File: config.mk
export PLATFORM = sky130hd
export DESIGN_NAME = value_density_task_scheduler_core_flat
export DESIGN_NICKNAME = d
export VERILOG_FILES = /design/src/vdts_pkg.sv /design/src/vdts_if.sv /design/src/value_density_task_scheduler_core.sv /design/src/flat_wrapper.sv
export SDC_FILE = /design/constraint.sdc
export NUM_CORES = 2
export LEC_CHECK = 0
export BUFFER_PORTS_ARGS = -buffer_cell sky130_fd_sc_hd__buf_2
export CAP_MARGIN = 20
export CORE_MARGIN = 1.5
export CORE_UTILIZATION = 45
export CTS_CLUSTER_SIZE = 25
export DETAILED_ROUTE_END_ITERATION = 12
export PLACE_DENSITY = 0.65
export SLEW_MARGIN = 20
export SYNTH_ARGS = -nofsm -noshare
export SYNTH_HDL_FRONTEND = slang
export SYNTH_SLANG_ARGS = --single-unit
File: constraint.sdc
create_clock -name clk -period 35.3 [get_ports clk]
set_clock_uncertainty 0.05 [all_clocks]
set_input_delay 3.53 -clock clk [delete_from_list [all_inputs] [get_ports clk]]
set_output_delay 3.53 -clock clk [all_outputs]
set_load 0.03 [all_outputs]
File: src/vdts_pkg.sv
// ----------------------------------------------------------------------------
// vdts_pkg: shared types and constants of the value density task scheduler
// Holds the table size, field widths, command codes and sequencer states.
// ----------------------------------------------------------------------------
package vdts_pkg;

	// Table geometry and field widths.
	localparam int NUM_TASKS = 8;
	localparam int SLOT_W    = 3;
	localparam int RSLOT_W   = 4;
	localparam int FIELD_W   = 16;
	localparam int TICK_W    = 32;

	// Slot code reported when nothing runs.
	localparam logic [RSLOT_W-1:0] IDLE_SLOT = 4'd8;

	// Input item kinds.
	localparam logic KIND_LOAD = 1'b0;
	localparam logic KIND_TICK = 1'b1;

	// Sequencer states.
	typedef enum logic [2:0] {
		ST_IDLE,
		ST_SCAN_A,
		ST_SCAN_B,
		ST_EXEC,
		ST_RELEASE,
		ST_FINISH
	} state_t;

endpackage

File: src/vdts_if.sv
// ----------------------------------------------------------------------------
// vdts channel interfaces
// Valid/ready channels for the task items and the scheduling results.
// ----------------------------------------------------------------------------
interface vdts_req_if;
	logic                          valid;
	logic                          ready;
	logic                          kind;
	logic [vdts_pkg::SLOT_W-1:0]   slot;
	logic [vdts_pkg::FIELD_W-1:0]  task_period;
	logic [vdts_pkg::FIELD_W-1:0]  task_capacity;
	logic [vdts_pkg::FIELD_W-1:0]  task_value;

	modport source (output valid, kind, slot, task_period, task_capacity, task_value,
		input ready);
	modport sink (input valid, kind, slot, task_period, task_capacity, task_value,
		output ready);
endinterface

interface vdts_rsp_if;
	logic                          valid;
	logic                          ready;
	logic [vdts_pkg::RSLOT_W-1:0]  running_slot;
	logic                          idle;
	logic                          job_finished;
	logic [vdts_pkg::TICK_W-1:0]   tick_now;

	modport source (output valid, running_slot, idle, job_finished, tick_now,
		input ready);
	modport sink (input valid, running_slot, idle, job_finished, tick_now,
		output ready);
endinterface

File: src/value_density_task_scheduler_core.sv
// ----------------------------------------------------------------------------
// value_density_task_scheduler_core: highest value density first scheduler
// Periodic task table with one shared 16x16 multiplier under a sequencer.
// ----------------------------------------------------------------------------
// A load transaction writes one of eight task slots and produces no result. A
// tick transaction walks the slots one at a time: each slot gets a scan step,
// plus a second one when it is pending and a best candidate already exists,
// since both cross products go through the one multiplier. When a task runs,
// an execution bookkeeping step follows, then a release product step for a
// completed job, and a finish step loads the output register once it is free.
// The block is not ready while it works, but a finished result may wait in the
// output register while the next transaction is taken.
module value_density_task_scheduler_core (
	input  logic         clk,
	input  logic         arst_n,
	vdts_req_if.sink     req,
	vdts_rsp_if.source   rsp
);

	localparam int SW = vdts_pkg::SLOT_W;
	localparam int FW = vdts_pkg::FIELD_W;
	localparam int TW = vdts_pkg::TICK_W;

	// Task table.
	logic [vdts_pkg::NUM_TASKS-1:0] valid_q;
	logic [vdts_pkg::NUM_TASKS-1:0] pending_q;
	logic [FW-1:0] period_q   [vdts_pkg::NUM_TASKS];
	logic [FW-1:0] capacity_q [vdts_pkg::NUM_TASKS];
	logic [FW-1:0] value_q    [vdts_pkg::NUM_TASKS];
	logic [FW-1:0] executed_q [vdts_pkg::NUM_TASKS];
	logic [FW-1:0] jobs_q     [vdts_pkg::NUM_TASKS];
	logic [TW-1:0] release_q  [vdts_pkg::NUM_TASKS];
	logic [TW-1:0] tick_count_q;

	// Sequencer and scan state.
	vdts_pkg::state_t state_q, state_d;
	logic [SW-1:0] idx_q;
	logic [SW-1:0] best_q;
	logic          found_q;
	logic          finished_q;
	logic [FW-1:0] best_val_q;
	logic [FW-1:0] best_cap_q;
	logic [TW-1:0] prod_q;

	// Output register.
	logic                          out_valid_q;
	logic [vdts_pkg::RSLOT_W-1:0]  out_slot_q;
	logic                          out_idle_q;
	logic                          out_fin_q;
	logic [TW-1:0]                 out_tick_q;

	// Combinational helpers.
	logic          accept;
	logic          tick_start;
	logic          load_now;
	logic          eff_pend;
	logic          scan_last;
	logic [FW-1:0] exe_inc;
	logic          exe_done;
	logic [FW-1:0] mul_a;
	logic [FW-1:0] mul_b;
	logic [TW-1:0] mul_p;
	logic          out_load;

	assign accept     = req.valid && req.ready;
	assign tick_start = accept && (req.kind == vdts_pkg::KIND_TICK);
	assign load_now   = accept && (req.kind == vdts_pkg::KIND_LOAD);
	assign req.ready  = (state_q == vdts_pkg::ST_IDLE);

	// A slot is pending if already so or if its release falls on this tick.
	assign eff_pend  = valid_q[idx_q] &&
		(pending_q[idx_q] || (release_q[idx_q] == tick_count_q));
	assign scan_last = (idx_q == SW'(vdts_pkg::NUM_TASKS - 1));
	assign exe_inc   = executed_q[best_q] + FW'(1);
	assign exe_done  = (exe_inc >= capacity_q[best_q]);
	assign out_load  = (state_q == vdts_pkg::ST_FINISH) && (!out_valid_q || rsp.ready);

	// Shared multiplier operand selection.
	always_comb begin
		case (state_q)
			vdts_pkg::ST_SCAN_A: begin
				mul_a = value_q[idx_q];
				mul_b = best_cap_q;
			end
			vdts_pkg::ST_SCAN_B: begin
				mul_a = best_val_q;
				mul_b = capacity_q[idx_q];
			end
			vdts_pkg::ST_RELEASE: begin
				mul_a = period_q[best_q];
				mul_b = jobs_q[best_q];
			end
			default: begin
				mul_a = '0;
				mul_b = '0;
			end
		endcase
	end

	assign mul_p = {16'd0, mul_a} * {16'd0, mul_b};

	// Next state.
	always_comb begin
		state_d = state_q;
		case (state_q)
			vdts_pkg::ST_IDLE: begin
				if (tick_start) state_d = vdts_pkg::ST_SCAN_A;
			end
			vdts_pkg::ST_SCAN_A: begin
				if (eff_pend && found_q) begin
					state_d = vdts_pkg::ST_SCAN_B;
				end else if (scan_last) begin
					state_d = (found_q || eff_pend) ? vdts_pkg::ST_EXEC
						: vdts_pkg::ST_FINISH;
				end
			end
			vdts_pkg::ST_SCAN_B: begin
				if (scan_last) state_d = vdts_pkg::ST_EXEC;
				else state_d = vdts_pkg::ST_SCAN_A;
			end
			vdts_pkg::ST_EXEC: begin
				state_d = exe_done ? vdts_pkg::ST_RELEASE : vdts_pkg::ST_FINISH;
			end
			vdts_pkg::ST_RELEASE: begin
				state_d = vdts_pkg::ST_FINISH;
			end
			vdts_pkg::ST_FINISH: begin
				if (out_load) state_d = vdts_pkg::ST_IDLE;
			end
			default: state_d = vdts_pkg::ST_IDLE;
		endcase
	end

	// State register.
	always_ff @(posedge clk or negedge arst_n) begin
		if (!arst_n) begin
			state_q <= vdts_pkg::ST_IDLE;
		end else begin
			state_q <= state_d;
		end
	end

	// Control state: slot flags, scan counters, tick counter, output valid.
	always_ff @(posedge clk or negedge arst_n) begin
		if (!arst_n) begin
			valid_q      <= '0;
			pending_q    <= '0;
			tick_count_q <= '0;
			idx_q        <= '0;
			found_q      <= 1'b0;
			finished_q   <= 1'b0;
			out_valid_q  <= 1'b0;
		end else begin
			if (load_now) begin
				valid_q[req.slot]   <= 1'b1;
				pending_q[req.slot] <= 1'b1;
			end
			if (tick_start) begin
				idx_q      <= '0;
				found_q    <= 1'b0;
				finished_q <= 1'b0;
			end
			if (state_q == vdts_pkg::ST_SCAN_A) begin
				pending_q[idx_q] <= eff_pend;
				if (eff_pend) found_q <= 1'b1;
				if (!(eff_pend && found_q)) idx_q <= idx_q + SW'(1);
			end
			if (state_q == vdts_pkg::ST_SCAN_B) idx_q <= idx_q + SW'(1);
			if ((state_q == vdts_pkg::ST_EXEC) && exe_done) begin
				finished_q        <= 1'b1;
				pending_q[best_q] <= 1'b0;
			end
			if (out_load) begin
				out_valid_q  <= 1'b1;
				tick_count_q <= tick_count_q + TW'(1);
			end else if (rsp.ready) begin
				out_valid_q <= 1'b0;
			end
		end
	end

	// Table payload and scan datapath.
	always_ff @(posedge clk) begin
		if (load_now) begin
			period_q[req.slot]   <= req.task_period;
			capacity_q[req.slot] <= req.task_capacity;
			value_q[req.slot]    <= req.task_value;
			executed_q[req.slot] <= '0;
			jobs_q[req.slot]     <= '0;
			release_q[req.slot]  <= {16'd0, req.task_period};
		end
		// First pending slot becomes the candidate; later ones compute the lhs product.
		if ((state_q == vdts_pkg::ST_SCAN_A) && eff_pend) begin
			if (!found_q) begin
				best_q     <= idx_q;
				best_val_q <= value_q[idx_q];
				best_cap_q <= capacity_q[idx_q];
			end else begin
				prod_q <= mul_p;
			end
		end
		// Strictly greater density replaces the candidate, so ties keep the lower slot.
		if ((state_q == vdts_pkg::ST_SCAN_B) && (prod_q > mul_p)) begin
			best_q     <= idx_q;
			best_val_q <= value_q[idx_q];
			best_cap_q <= capacity_q[idx_q];
		end
		if (state_q == vdts_pkg::ST_EXEC) begin
			if (exe_done) begin
				executed_q[best_q] <= '0;
				jobs_q[best_q]     <= jobs_q[best_q] + FW'(1);
			end else begin
				executed_q[best_q] <= exe_inc;
			end
		end
		if (state_q == vdts_pkg::ST_RELEASE) release_q[best_q] <= mul_p;
		if (out_load) begin
			out_slot_q <= found_q ? {1'b0, best_q} : vdts_pkg::IDLE_SLOT;
			out_idle_q <= !found_q;
			out_fin_q  <= finished_q;
			out_tick_q <= tick_count_q;
		end
	end

	assign rsp.valid        = out_valid_q;
	assign rsp.running_slot = out_slot_q;
	assign rsp.idle         = out_idle_q;
	assign rsp.job_finished = out_fin_q;
	assign rsp.tick_now     = out_tick_q;

	// The idle flag agrees with the reported slot code.
	a_idle_code: assert property (@(posedge clk) disable iff (!arst_n)
		rsp.valid |-> (rsp.idle == (rsp.running_slot == vdts_pkg::IDLE_SLOT)))
		else $error("idle flag disagrees with running slot");

	// A finished job implies a task actually ran.
	a_fin_runs: assert property (@(posedge clk) disable iff (!arst_n)
		(rsp.valid && rsp.job_finished) |-> !rsp.idle)
		else $error("job finished on an idle tick");

	// The tick counter advances exactly once per delivered decision.
	a_tick_adv: assert property (@(posedge clk) disable iff (!arst_n)
		out_load |=> (tick_count_q == $past(tick_count_q) + TW'(1)))
		else $error("tick counter did not advance");

	// A load transaction never starts a scan.
	a_load_stay: assert property (@(posedge clk) disable iff (!arst_n)
		load_now |=> (state_q == vdts_pkg::ST_IDLE))
		else $error("load transaction left the idle state");

endmodule

File: src/flat_wrapper.sv
// flat-port wrapper written by rule: the top's interface ports become plain ports
module value_density_task_scheduler_core_flat 
  (clk, arst_n, req_valid, req_kind, req_slot, req_task_period, req_task_capacity, req_task_value, req_ready, rsp_valid, rsp_running_slot, rsp_idle, rsp_job_finished, rsp_tick_now, rsp_ready);
  vdts_req_if req_i ();
  vdts_rsp_if rsp_i ();
  input  logic clk;
  input  logic arst_n;
  input wire logic [$bits(req_i.valid)-1:0] req_valid;
  input wire logic [$bits(req_i.kind)-1:0] req_kind;
  input wire logic [$bits(req_i.slot)-1:0] req_slot;
  input wire logic [$bits(req_i.task_period)-1:0] req_task_period;
  input wire logic [$bits(req_i.task_capacity)-1:0] req_task_capacity;
  input wire logic [$bits(req_i.task_value)-1:0] req_task_value;
  output wire logic [$bits(req_i.ready)-1:0] req_ready;
  output wire logic [$bits(rsp_i.valid)-1:0] rsp_valid;
  output wire logic [$bits(rsp_i.running_slot)-1:0] rsp_running_slot;
  output wire logic [$bits(rsp_i.idle)-1:0] rsp_idle;
  output wire logic [$bits(rsp_i.job_finished)-1:0] rsp_job_finished;
  output wire logic [$bits(rsp_i.tick_now)-1:0] rsp_tick_now;
  input wire logic [$bits(rsp_i.ready)-1:0] rsp_ready;
  assign req_i.valid = req_valid;
  assign req_i.kind = req_kind;
  assign req_i.slot = req_slot;
  assign req_i.task_period = req_task_period;
  assign req_i.task_capacity = req_task_capacity;
  assign req_i.task_value = req_task_value;
  assign req_ready = req_i.ready;
  assign rsp_valid = rsp_i.valid;
  assign rsp_running_slot = rsp_i.running_slot;
  assign rsp_idle = rsp_i.idle;
  assign rsp_job_finished = rsp_i.job_finished;
  assign rsp_tick_now = rsp_i.tick_now;
  assign rsp_i.ready = rsp_ready;
  value_density_task_scheduler_core u_core (.clk(clk), .arst_n(arst_n), .req(req_i), .rsp(rsp_i));
endmodule
==> metrics.md <==
| Metric | Value |
|---|---|
| Total clock sinks | `1060` |
| Max Clk Rate | `about 80 MHz` |
| Post-Syn Area | `roughly 0.052 mm2` |
| Crit Path Max Fanout | `35` |
| Vias per cell | `approximately 5.9` |
| Final setup viols | `0` |
| Largest delay share family, worst path | `adder cells` |
| Reg2Reg Depth | `39` |
| Synthesis-to-finish area growth | `11.4%` |
| Ys Warns | `0` |
| Slowest-stage cell, CP | `a211oi_2` |
| Post-Layout Cell Count | `5169` |
| Routed wire length | `~130000 um` |
| Post-synthesis sequential area ratio | `61.1%` |
| Post-synth top cells | `edfxtp_1 (1000), inv_1 (308), nor2_1 (246)` |
| Dpl cells | `between 4000 and 5000` |
| Max Cap Viol | `0` |
| Setup TNS | `0 ps` |
| Detail Placement HPWL | `around 86000 um` |
| Final #Nets | `3989` |
| Via count | `between 30000 and 40000` |
| Syn Nets | `between 3000 and 4000` |
| Die height | `about 340 um` |
| Most common cell in the netlist | `edfxtp_1` |
| First-pass GRT wire length | `197000 um` |
| Crit path launch type | `flop` |
| Initial antenna violation count | `10` |
| Core Util, Final | `a little over 50%` |
| Library cells used by synthesis | `between 70 and 80` |
| Clock buffer depth | `3` |
| Worst hold stages | `0` |
| Vias in the first global route | `about 30000` |
| Fin. Hold Viols | `0` |
| Cell count after synthesis | `around 3500` |
| Postcts setup bufs | `0` |
| Post-layout min period | `12540 ps` |
| Clk slew on worst S/H paths | `~60 ps` |
| Total track usage | `22.7%` |
| R2R Setup Slk | `around 23000 ps` |
| Total gr overflow | `0` |
| DRC viols | `0` |
| Core area | `between 0.1 and 0.15 mm2` |
| Standard-cell rows | `about 120` |
| Hold Path Origin | `u_core.finished_q$_DFFE_PN0P_` |
| TritonCTS clock tree | `yes` |
| RSZ-0062 raised after global routing | `no` |
| Dominant cell type by area after synthesis | `edfxtp_1` |
| I/O Buffers | `95` |
| Antenna Violating Nets Remaining | `0` |
| Avg Cell Area, Syn | `approximately 15 um2` |
| WP data arrival | `about 13000 ps` |
| Largest net degree at the start of global routing | `70` |
| Cts hold-fix bufs | `0` |
| Required time worst endpoint | `about 36000 ps` |
| Worst Hold Class | `flop to flop` |
| Synth area leaders | `edfxtp_1 (58%), fa_1 (7.5%), mux4_2 (6.1%)` |
| Drt initial violations | `3043` |
| Starting Density | `a little under half` |
| Number of synthesized register bits | `~1100` |
| Num CTS Buffers | `about 100` |
| Cell repeated most along the worst path | `fa_1` |
| Top cell type's share of synthesized area | `between 50 and 60%` |
| Final period utilization | `between 30% and 40%` |
| Worst-Skew Late Latency | `between 700 and 800 ps` |
| Root buffer cell | `clkbuf_16` |
| # resized after CTS | `0` |
| Top FF cell, synth | `edfxtp_1` |
| Number of flops mapped to enable cells by yosys | `1000` |
| Largest stage delay, worst path | `a little over 700 ps` |
| Slew Limit Fails | `0` |
| Die W | `about 340 um` |
| Placer Congestion | `0.897` |
| Rel. slew slack | `about a quarter` |
| Die area | `0.117 mm2` |
| Ys async rst share | `between 5 and 6%` |
| Drt pass-1 iters | `6` |
| Status | `finished, final reports clean` |
| Layout cell share with drive strength beyond 1 | `between 15 and 20%` |
| CP Class | `flop to flop` |
| Reg-to-Reg End | `u_core.best_val_q[2]$_DFFE_PP_` |
| Worst-Margin Slew | `between 1000 and 1500 ps` |
| Hold endpoint | `u_core.rsp.job_finished$_DFFE_PP_` |
| Htree depth | `3` |
| WP buf/inv | `8` |
| Worst setup EP type | `flop` |
| WL per Instance | `25.5 um` |
| I/O pins | `96` |
[metrics by stage]
stage          cell area [um2]  setup WS (ps)  hold slack, ps
6_report                 57400          22760             399
2_1_floorplan            51500          23650             373
5_1_grt                  57400          21870             414
3_5_place_dp             54100          22720             387
3_3_place_gp             54100          23020             386
4_1_cts                  57400          22650             402
[layer usage]
layer  part of all wire (%)  track usage [%]
met4                    3.3             7.82
met2                     47             36.2
met5                  0.090                0
met3                    7.9             3.72
met1                     41             31.9
[layout make-up]
type                       count  area (um2)
timing repair buffer         177        1090
sequential                  1060       31500
tap                         1500        1880
multi-input combinational   1935       18500
clock inverter                64         657
fill                        9344       55500
antenna                        4        10.0
clock buffer                 121        2620
inverter                     308        1160
[cell usage in the layout (no fill, tap or decap), types with 13 or more instances in the layout]
cell	count
a211o_1	14
a211oi_1	13
a21oi_1	71
a221oi_1	61
a22o_1	24
a22oi_1	106
and2_1	23
buf_2	96
buf_4	80
clkbuf_1	19
clkbuf_16	102
clkinv_1	27
clkinv_2	18
dfrtp_1	54
edfxtp_1	1000
fa_1	194
ha_1	155
inv_1	300
mux2_2	37
mux2i_1	106
mux4_2	140
nand2_1	200
nand2b_1	45
nand3_1	55
nand4_1	26
nor2_1	244
nor2b_1	32
nor3_1	21
o21ai_0	42
o21ai_1	14
xnor2_1	65
xor2_1	51
[worst register-to-register path: cells and delay by family, from the launching register on]
family / cells / cell delay, ps
muxes: 2 / 810
xor gates and xnor gates: 1 / 250
DFF: 1 / 710
AOI/OAI and AO/OA: 11 / 3110
and+or+nand+nor: 8 / 1480
adders and majority gates: 9 / 3960
buffers and inverters: 8 / 1810
[how the worst max path moves through the flow]
stage / from / slack [ps] / end / depth (start not counted)
finish: flop / 22760 / u_core.best_val_q[2]$_DFFE_PP_ / 39
global route: flop / 21870 / u_core.best_cap_q[14]$_DFFE_PP_ / 40
CTS: flop / 22650 / u_core.best_cap_q[9]$_DFFE_PP_ / 38
detailed placement: flop / 22720 / u_core.best_val_q[12]$_DFFE_PP_ / 39
global placement: flop / 23020 / u_core.best_val_q[11]$_DFFE_PP_ / 40
floorplan: flop / 23650 / u_core.best_cap_q[0]$_DFFE_PP_ / 43
[sequential cells by signal (all words and copies together), names as in the netlist, 3 cells and up, named ones only]
name and count:
u_core.period_q 128, u_core.capacity_q 128, u_core.value_q 128, u_core.jobs_q 128
u_core.rsp.tick_now 32, u_core.release_q 256, u_core.rsp.running_slot 3, u_core.tick_count_q 32
u_core.state_q 3, u_core.best_val_q 16, u_core.idx_q 3, u_core.executed_q 128
u_core.valid_q 8, u_core.prod_q 32, u_core.best_cap_q 16, u_core.best_q 3
u_core.pending_q 8
[cell families after synthesis]
kind of cell | share of synthesized area (%)
compound gates | 6.59
xor+xnor | 1.97
fa+ha+maj | 11.3
buf+inv | 3.52
flops | 61.1
mux | 9.07
simple gates | 6.36
Power is left out: the tool's default activity adds up to more than one toggle a clock period on the data nets, which glitch-free logic cannot reach.
